--- config.mk ---
export PLATFORM = sky130hd
export DESIGN_NAME = corner_keyed_chroma_mask_unit
export DESIGN_NICKNAME = d
export VERILOG_FILES = /design/src/ckcm_pkg.sv /design/src/corner_keyed_chroma_mask_unit.sv /design/src/ckcm_classify.sv
export SDC_FILE = /design/constraint.sdc
export NUM_CORES = 1
export LEC_CHECK = 0
export BUFFER_PORTS_ARGS = -buffer_cell sky130_fd_sc_hd__buf_2
export CORE_ASPECT_RATIO = 1.2
export CORE_MARGIN = 2
export CORE_UTILIZATION = 35
export CTS_CLUSTER_DIAMETER = 40
export DETAILED_ROUTE_END_ITERATION = 8
export PLACE_DENSITY = 0.63
export SLEW_MARGIN = 5
export SYNTH_ARGS = -nofsm -noshare
export SYNTH_HDL_FRONTEND = slang
export SYNTH_SLANG_ARGS = --single-unit
--- constraint.sdc ---
create_clock -name clock -period 11.7 [get_ports clock]
set_input_delay 1.17 -clock clock [delete_from_list [all_inputs] [get_ports clock]]
set_output_delay 1.17 -clock clock [all_outputs]
set_load 0.01 [all_outputs]
--- src/ckcm_pkg.sv ---
// Shared types and constants for the corner keyed chroma mask unit.
package ckcm_pkg;

   localparam int unsigned CHAN_W   = 8;
   localparam int unsigned SUM_W    = 10;
   localparam int unsigned COUNT_W  = 3;
   localparam int unsigned THRESH_W = 18;

   localparam logic [THRESH_W-1:0] THRESH_RESET = 18'd3600;
   localparam logic [COUNT_W-1:0]  KEY_SAMPLES  = 3'd4;

   // Item kinds carried on the request tuser bit.
   localparam logic KIND_KEY   = 1'b0;
   localparam logic KIND_PIXEL = 1'b1;

   typedef struct packed {
      logic [CHAN_W-1:0] blue;
      logic [CHAN_W-1:0] green;
      logic [CHAN_W-1:0] red;
   } rgb_type;

   typedef struct packed {
      logic    kind;
      logic    frame_end;
      rgb_type color;
   } item_type;

endpackage

--- src/corner_keyed_chroma_mask_unit.sv ---
// Top level of the corner keyed chroma mask unit.
//
//   channel | direction | tdata (low bit up)        | side fields
//   req     | in        | red, green, blue (24 b)   | tuser = kind, tlast = frame end
//   rsp     | out       | opaque, zero fill (8 b)   | none
//   csr     | in        | distance threshold (18 b) | write enable only
//
// One transaction is accepted per cycle while request tready is high. A frame
// pixel passes one input register, then the distance compare into the output
// register. Key samples update the channel sums and produce no result.
// Reset clears the sums, the sample count and both valid flags and reloads the
// threshold. Request tready drops only while a pixel waits behind a stalled result.
module corner_keyed_chroma_mask_unit
   import ckcm_pkg::*;
(
   input  logic                clock,
   input  logic                reset,

   input  logic                req_tvalid,
   output logic                req_tready,
   input  logic [23:0]         req_tdata,   // red [7:0], green [15:8], blue [23:16]
   input  logic                req_tuser,   // kind: 0 key sample, 1 frame pixel
   input  logic                req_tlast,   // frame end

   output logic                rsp_tvalid,
   input  logic                rsp_tready,
   output logic [7:0]          rsp_tdata,   // opaque [0], zero [7:1]

   input  logic                csr_we,
   input  logic [THRESH_W-1:0] csr_wdata
);

   logic                item_valid_ff, item_valid_in;
   item_type            item_ff;
   logic                out_valid_ff, out_valid_in;
   logic                opaque_ff, opaque_in;
   logic [THRESH_W-1:0] thresh_ff;
   logic [SUM_W-1:0]    red_sum_ff, green_sum_ff, blue_sum_ff;
   logic [SUM_W-1:0]    red_sum_in, green_sum_in, blue_sum_in;
   logic [COUNT_W-1:0]  count_ff, count_in;

   logic    req_accept;
   logic    item_advance;
   rgb_type key_color;

   // A key sample never needs the output register, so it always moves on.
   assign item_advance = item_valid_ff &&
      (item_ff.kind == KIND_KEY || !out_valid_ff || rsp_tready);
   assign req_tready   = !item_valid_ff || item_advance;
   assign req_accept   = req_tvalid && req_tready;

   assign item_valid_in = req_accept || (item_valid_ff && !item_advance);

   always_ff @(posedge clock) begin
      if (reset) begin
         item_valid_ff <= 1'b0;
      end else begin
         item_valid_ff <= item_valid_in;
      end
   end

   always_ff @(posedge clock) begin
      if (req_accept) begin
         item_ff.kind      <= req_tuser;
         item_ff.frame_end <= req_tlast;
         item_ff.color     <= rgb_type'(req_tdata);
      end
   end

   assign key_color.red   = red_sum_ff[SUM_W-1:2];
   assign key_color.green = green_sum_ff[SUM_W-1:2];
   assign key_color.blue  = blue_sum_ff[SUM_W-1:2];

   ckcm_classify u_classify (
      .pixel     (item_ff.color),
      .key       (key_color),
      .threshold (thresh_ff),
      .opaque    (opaque_in)
   );

   always_comb begin
      red_sum_in   = red_sum_ff;
      green_sum_in = green_sum_ff;
      blue_sum_in  = blue_sum_ff;
      count_in     = count_ff;
      if (item_advance) begin
         if (item_ff.kind == KIND_KEY) begin
            if (count_ff >= KEY_SAMPLES) begin
               // A fifth sample starts a fresh set of sums.
               red_sum_in   = {2'b00, item_ff.color.red};
               green_sum_in = {2'b00, item_ff.color.green};
               blue_sum_in  = {2'b00, item_ff.color.blue};
               count_in     = COUNT_W'(1);
            end else begin
               red_sum_in   = red_sum_ff   + {2'b00, item_ff.color.red};
               green_sum_in = green_sum_ff + {2'b00, item_ff.color.green};
               blue_sum_in  = blue_sum_ff  + {2'b00, item_ff.color.blue};
               count_in     = count_ff + COUNT_W'(1);
            end
         end
         if (item_ff.frame_end) begin
            red_sum_in   = '0;
            green_sum_in = '0;
            blue_sum_in  = '0;
            count_in     = '0;
         end
      end
   end

   always_ff @(posedge clock) begin
      if (reset) begin
         red_sum_ff   <= '0;
         green_sum_ff <= '0;
         blue_sum_ff  <= '0;
         count_ff     <= '0;
         thresh_ff    <= THRESH_RESET;
      end else begin
         red_sum_ff   <= red_sum_in;
         green_sum_ff <= green_sum_in;
         blue_sum_ff  <= blue_sum_in;
         count_ff     <= count_in;
         if (csr_we) begin
            thresh_ff <= csr_wdata;
         end
      end
   end

   assign out_valid_in = (item_advance && item_ff.kind == KIND_PIXEL) ||
                         (out_valid_ff && !rsp_tready);

   always_ff @(posedge clock) begin
      if (reset) begin
         out_valid_ff <= 1'b0;
      end else begin
         out_valid_ff <= out_valid_in;
      end
   end

   always_ff @(posedge clock) begin
      if (item_advance && item_ff.kind == KIND_PIXEL) begin
         opaque_ff <= opaque_in;
      end
   end

   assign rsp_tvalid = out_valid_ff;
   assign rsp_tdata  = {7'b0000000, opaque_ff};

endmodule

--- src/ckcm_classify.sv ---
// Squared-distance classifier: compares a pixel against the key color and black.
module ckcm_classify
   import ckcm_pkg::*;
(
   input  rgb_type             pixel,
   input  rgb_type             key,
   input  logic [THRESH_W-1:0] threshold,
   output logic                opaque
);

   logic [CHAN_W-1:0]   diff_r, diff_g, diff_b;
   logic [THRESH_W-1:0] key_dist;
   logic [THRESH_W-1:0] black_dist;

   always_comb begin
      diff_r = (pixel.red   >= key.red)   ? pixel.red   - key.red   : key.red   - pixel.red;
      diff_g = (pixel.green >= key.green) ? pixel.green - key.green : key.green - pixel.green;
      diff_b = (pixel.blue  >= key.blue)  ? pixel.blue  - key.blue  : key.blue  - pixel.blue;
   end

   // Each square fits 16 bits; three of them stay below 2^18.
   assign key_dist =
      {2'b00, 16'(diff_r * diff_r)} + {2'b00, 16'(diff_g * diff_g)} +
      {2'b00, 16'(diff_b * diff_b)};
   assign black_dist =
      {2'b00, 16'(pixel.red * pixel.red)} + {2'b00, 16'(pixel.green * pixel.green)} +
      {2'b00, 16'(pixel.blue * pixel.blue)};

   assign opaque = !((key_dist <= threshold) || (black_dist <= threshold));

endmodule

==> flow_summary_export.csv, run 1 <==
group,metric,value,unit
critical_path,max_stage_delay,0.65,ns
floorplanning,die_w,211,µm
finish,final_area,19700,µm²
synthesis,ys_async_sr_fraction,0,%
grt,antenna_found_initial,1,
critical_path,cp.required,11.91,ns
finish,area_growth_syn_to_layout,9.49,%
timing,slew_viol_final,0,
grt,grt_first_pass_wirelength,72700,µm
clock_network,cts_tree,"yes",
critical_path,cp-end-kind,"flop",
drt,drt_iter0_markers,627,
timing,timing.slew.headroom,22.5,%
drt,drcViolationCount,0,
clock_network,clockRootBuffer,"clkbuf_16",
placed_design,postPlaceCellArea,19200,µm²
drt,viasPerCell,5.10,
grt,globalRouteOverflowTotal,0,
finish,drive_above_1_share,8.95,%
placed_design,place.gp.congestion,0.898,
clock_network,cts-buffers-inserted,9,
synthesis,syn-cell-area,18000,µm²
synthesis,synth_area_leaders,"fa_1, ha_1, inv_1",
clock_network,cts_buffer_depth,2,
synthesis,ys_types,78,
drt,routed_wl,44100,µm
synthesis,syn_inst,2069,
floorplanning,boundaryPins,59,
job,maxCapViolCount,0,
clock_network,clkTransAtPathRegs,0.07,ns
timing,fin_crit,11.31,ns
critical_path,worst_setup_path_start_kind,"flop",
timing,worst_pin_slew,1.16,ns
critical_path,critPathMaxFanout,6,
synthesis,synth_edf_count,27,
grt,grt_max_degree,53,
grt,grt_pass1_vias,14600,
floorplanning,row_count,91,
floorplanning,start_util,35.2,%
floorplanning,die-height,253,µm
timing,max_freq,0.0884,GHz
critical_path,arrival,11.53,ns
timing,fin_crit_sh,96.7,%
drt,first_pass_iters,5,
min_path,worstHoldPathType,"reg2reg",
synthesis,yosysWarnings,0,
synthesis,synth_area_per_cell,8.71,µm²
drt,wl_per_cell,15.8,µm
synthesis,yosysTopAreaCell,"fa_1",
critical_path,cp_common_cell,"fa_1",
clock_network,cts_sinks,80,
timing,finalSetupViolations,0,
synthesis,synth_top_area_share,26.8,%
timing,finalClockSkew,0.0124,ns
synthesis,ys_ff_latch,80,
drt,ant_nets,0,
finish,final_nets,2722,
clock_network,ctsHtreeMaxLevel,3,
drt,vias,14300,
grt,grt.total_usage,17.0,%
synthesis,synth_ff_type,"dfxtp_1",
floorplanning,coreArea,51100,µm²
critical_path,path_class,"reg2reg",
placed_design,dpl.hpwl,38000,µm
placed_design,port_buffers,51,
floorplanning,die_area,53300,µm²
run_status,status,"complete, no violations",
critical_path,cpMaxStageDelayCell,"or4b_2",
clock_network,clk_latency,0.37,ns
timing,hold_violations,0,
synthesis,ys_seq_area_share,10.4,%
finish,antennaDiodeCount,0,
-- final timing paths --
check,startpoint,depth (start not counted),endpoint,slack (ns)
hold / removal,red_sum_ff[9]$_SDFFE_PP0P_,1,red_sum_ff[9]$_SDFFE_PP0P_,0.47
setup / recovery,item_ff[1]$_DFFE_PP_,43,opaque_ff$_DFFE_PP_,0.39
hold reg to reg,red_sum_ff[9]$_SDFFE_PP0P_,1,red_sum_ff[9]$_SDFFE_PP0P_,0.47
setup reg to reg,item_ff[1]$_DFFE_PP_,43,opaque_ff$_DFFE_PP_,0.39
-- critical path, delay by kind of cell (launching register included) --
kind	cells	cell delay, ns
adder cells (fa/ha/maj)	14	6.36
AND/OR/NAND/NOR	8	1.90
AO/OA/AOI/OAI	11	1.55
buffers and inverters	8	0.59
flip-flops	1	0.46
XOR/XNOR	2	0.30
-- registers in the layout (all words and copies together), names as in the netlist --
name,flops
item_valid_ff,1
red_sum_ff,10
opaque_ff,1
rsp_tvalid,1
item_ff,26
thresh_ff,18
blue_sum_ff,10
green_sum_ff,10
count_ff,3
-- layout make-up --
cell class                      instances  area [µm²]
Clock buffer                            9         225
Clock inverter                          7        82.6
Fill cell                            5107       31400
Inverter                              420        1580
Multi-Input combinational cell       1524       14500
Sequential cell                        80        1870
Tap cell                              651         815
Timing Repair Buffer                  106         668
-- Yosys cell counts, types with 23 or more instances --
| cell | instances |
|---|---|
| and2_1 | 24 |
| o21ai_0 | 50 |
| clkbuf_1 | 23 |
| a21o_1 | 49 |
| edfxtp_1 | 27 |
| nor3_1 | 27 |
| dfxtp_1 | 53 |
| xor2_1 | 31 |
| inv_1 | 416 |
| xnor2_1 | 60 |
| nor2_1 | 210 |
| ha_1 | 291 |
| mux2i_1 | 36 |
| nand2b_1 | 25 |
| fa_1 | 241 |
| a21oi_1 | 111 |
| nand2_1 | 116 |
-- layer usage --
layer	track usage [%]	vias up	wire [µm]
met4	6.00	2	1460
li1	-	6861	-
met5	0	-	13
met2	31.3	250	23200
met1	20.3	7081	18000
met3	1.67	69	1360
-- layout by cell type (no fill, tap or decap), types with 20 or more instances in the layout --
| cell type | instances |
|---|---|
| a21o_1 | 49 |
| a21oi_1 | 108 |
| and2_1 | 24 |
| buf_2 | 51 |
| buf_4 | 55 |
| dfxtp_1 | 53 |
| edfxtp_1 | 27 |
| fa_1 | 241 |
| ha_1 | 284 |
| inv_1 | 412 |
| mux2i_1 | 35 |
| nand2_1 | 114 |
| nand2b_1 | 25 |
| nand3_1 | 20 |
| nand4_1 | 20 |
| nor2_1 | 207 |
| nor3_1 | 27 |
| o21ai_0 | 46 |
| xnor2_1 | 60 |
| xor2_1 | 30 |
-- stage by stage --
stage,worst slack [ns],utilization (%),std cells,setup TNS [ns],hold slack [ns]
CTS,0.0862,38.2,2789,0,0.476
global route,-0.0926,38.6,2797,-0.0926,0.493
finish,0.387,38.6,2797,0,0.473
detailed placement,-0.0881,37.6,2772,-0.0881,0.466
floorplan,0.462,-,2075,0,0.439
global placement,0.212,37.6,2772,0,0.451
-- what timing repair did --
item                                    in CTS  in global routing
resized for setup                            0                 35
endpoints found under the setup margin       1                  1
pin swaps                                    1                  7
buffers inserted                             1                  8
hold endpoints to repair                     0                  0
hold buffers                                 0                  0
-- cells by family after synthesis --
group	count (synthesis)	share of synthesized area, %
mux	38	2.13
simple gates	508	13.0
other cells	1	0.0208
xor+xnor	94	4.70
fa+ha+maj	532	47.0
compound gates	345	12.6
buf+inv	471	10.1
flops	80	10.4
Power of run 1 is left out: the tool's default activity adds up to more than one toggle a clock period on the data nets, which glitch-free logic cannot reach.
==> run 2, diff against run 1 <==
--- a/config.mk
+++ b/config.mk
@@ -11,7 +11,8 @@
 export CORE_UTILIZATION = 35
 export CTS_CLUSTER_DIAMETER = 40
 export DETAILED_ROUTE_END_ITERATION = 8
-export PLACE_DENSITY = 0.63
+export PLACE_DENSITY = 0.61
+export SKIP_LAST_GASP = 1
 export SLEW_MARGIN = 5
 export SYNTH_ARGS = -nofsm -noshare
 export SYNTH_HDL_FRONTEND = slang
==> constraint.sdc (replaced) <==
create_clock -name clock -period 14.1 [get_ports clock]
set_input_delay 1.41 -clock clock [delete_from_list [all_inputs] [get_ports clock]]
set_output_delay 1.41 -clock clock [all_outputs]
set_load 0.01 [all_outputs]
==> run 2 against run 1 <==
Clock skew decreased by 0.0017 ns. Die area unchanged. Global-route usage increased by 0.14 points. Final cell count decreased by 1.8%. Critical path depth decreased by 1. Worst setup slack improved by 1.3 ns. Count of clock-buffer cells in the layout increased by 4. Via count decreased by 2.3%. Flip-flop and latch count unchanged. First-iteration DRC count increased by 0.16%. Largest cell class unchanged. Highest routed layer is now met4.
==> flow_summary_export.csv, run 2 (same netlist as run 1, synthesis figures left out) <==
group,metric,value,unit
critical_path,cp-end-kind,"flop",
critical_path,cp_common_cell,"fa_1",
finish,final_cell_mix,"inv_1, ha_1, fa_1, nor2_1, nand2_1",
timing,timing.slew.headroom,18.9,%
floorplanning,start_util,35.2,%
drt,ant_nets,0,
clock_network,post_cts_buffers,0,
placed_design,dpl.hpwl,37700,µm
finish,regMostFlops,"item_ff",
job,maxCapViolCount,0,
timing,fin_tns_setup,0,ns
critical_path,path_class,"reg2reg",
clock_network,clkTransAtPathRegs,0.07,ns
finish,area_growth_syn_to_layout,6.66,%
drt,viasPerCell,5.07,
drt,first_pass_iters,5,
critical_path,worst_setup_path_start_kind,"flop",
grt,grt_first_pass_wirelength,72700,µm
placed_design,place.gp.congestion,0.899,
timing,max_freq,0.0807,GHz
clock_network,cts_sinks,80,
drt,routed_wl,44300,µm
floorplanning,die-height,253,µm
finish,final_nets,2672,
drt,wl_per_cell,16.1,µm
clock_network,ctsHtreeMaxLevel,3,
critical_path,arrival,12.60,ns
floorplanning,row_count,91,
critical_path,critPathMaxFanout,9,
clock_network,clockRootBuffer,"clkbuf_16",
critical_path,max_stage_delay,0.70,ns
finish,largest_reg_flops,26,
timing,finalClockSkew,0.0107,ns
timing,finalSetupViolations,0,
drt,vias,13900,
finish,antennaDiodeCount,0,
timing,hold_violations,0,
finish,reg.largest.list,"item_ff x26, thresh_ff x18",
grt,grt.total_usage,17.1,%
grt,antenna_found_initial,0,
timing,fin_crit_sh,87.9,%
floorplanning,boundaryPins,59,
timing,fin_crit,12.39,ns
finish,drive_above_1_share,5.39,%
critical_path,cpMaxStageDelayCell,"edfxtp_1",
clock_network,ctsResizeCount,0,
floorplanning,die_w,211,µm
grt,grt_max_degree,53,
timing,rsz0062_at_grt,"false",
min_path,worstHoldPathType,"reg2reg",
critical_path,cp.required,14.31,ns
clock_network,clk_latency,0.38,ns
finish,layout_commonest_cell,"inv_1",
clock_network,cts_buffer_depth,2,
timing,worst_pin_slew,1.22,ns
placed_design,port_buffers,51,
grt,globalRouteOverflowTotal,0,
grt,grt_pass1_vias,14400,
clock_network,cts-buffers-inserted,9,
drt,drt_iter0_markers,628,
floorplanning,die_area,53300,µm²
timing,slew_viol_final,0,
run_status,status,"complete, no violations",
clock_network,hold_buffers,0,
drt,drcViolationCount,0,
floorplanning,coreArea,51100,µm²
finish,fillCellCount,5156,
clock_network,cts_tree,"yes",
-- run 2: path summary, 6_finish.rpt --
check	start	end	slack, ns	depth (start not counted)
max	item_ff[8]$_DFFE_PP_	opaque_ff$_DFFE_PP_	1.71	42
min	blue_sum_ff[9]$_SDFFE_PP0P_	blue_sum_ff[9]$_SDFFE_PP0P_	0.47	1
max reg2reg	item_ff[8]$_DFFE_PP_	opaque_ff$_DFFE_PP_	1.71	42
min reg2reg	blue_sum_ff[9]$_SDFFE_PP0P_	blue_sum_ff[9]$_SDFFE_PP0P_	0.47	1
-- run 2: worst max-delay path: cells and delay by family, from the launching register on --
family | cells | cell delay (ns)
and+or+nand+nor | 10 | 2.19
xor gates and xnor gates | 1 | 0.20
DFF | 1 | 0.70
AOI/OAI and AO/OA | 7 | 1.38
buffers and inverters | 8 | 0.66
muxes | 1 | 0.63
adders and majority gates | 15 | 6.46
-- run 2: stage by stage --
stage	instances	instance area [µm²]	hold WS [ns]	setup slack [ns]	util [%]
after global placement	2731	18900	0.453	1.86	37.0
after global routing	2747	19200	0.513	1.10	37.6
after detailed placement	2731	18900	0.463	1.74	37.0
after CTS	2747	19200	0.476	1.72	37.6
final	2747	19200	0.471	1.71	37.6
after floorplan	2075	18000	0.439	2.86	-
-- run 2: cell type report --
class | count | area (µm²) | area share (%)
timing repair buffer | 56 | 293 | 1.52
tap | 651 | 815 | 4.24
multi-input combinational | 1524 | 14300 | 74.7
sequential | 80 | 1870 | 9.74
clock buffer | 13 | 293 | 1.52
clock inverter | 3 | 21.3 | 0.111
inverter | 420 | 1580 | 8.20
-- run 2: layer usage --
metal	global-route usage, %	vias to the layer above	part of all wire, %
met2	31.3	247	52
met5	0	-	0
met3	1.54	53	3.0
met4	6.28	0	3.4
li1	-	6770	-
met1	20.7	6858	42
Power of run 2 is left out for the same reason.
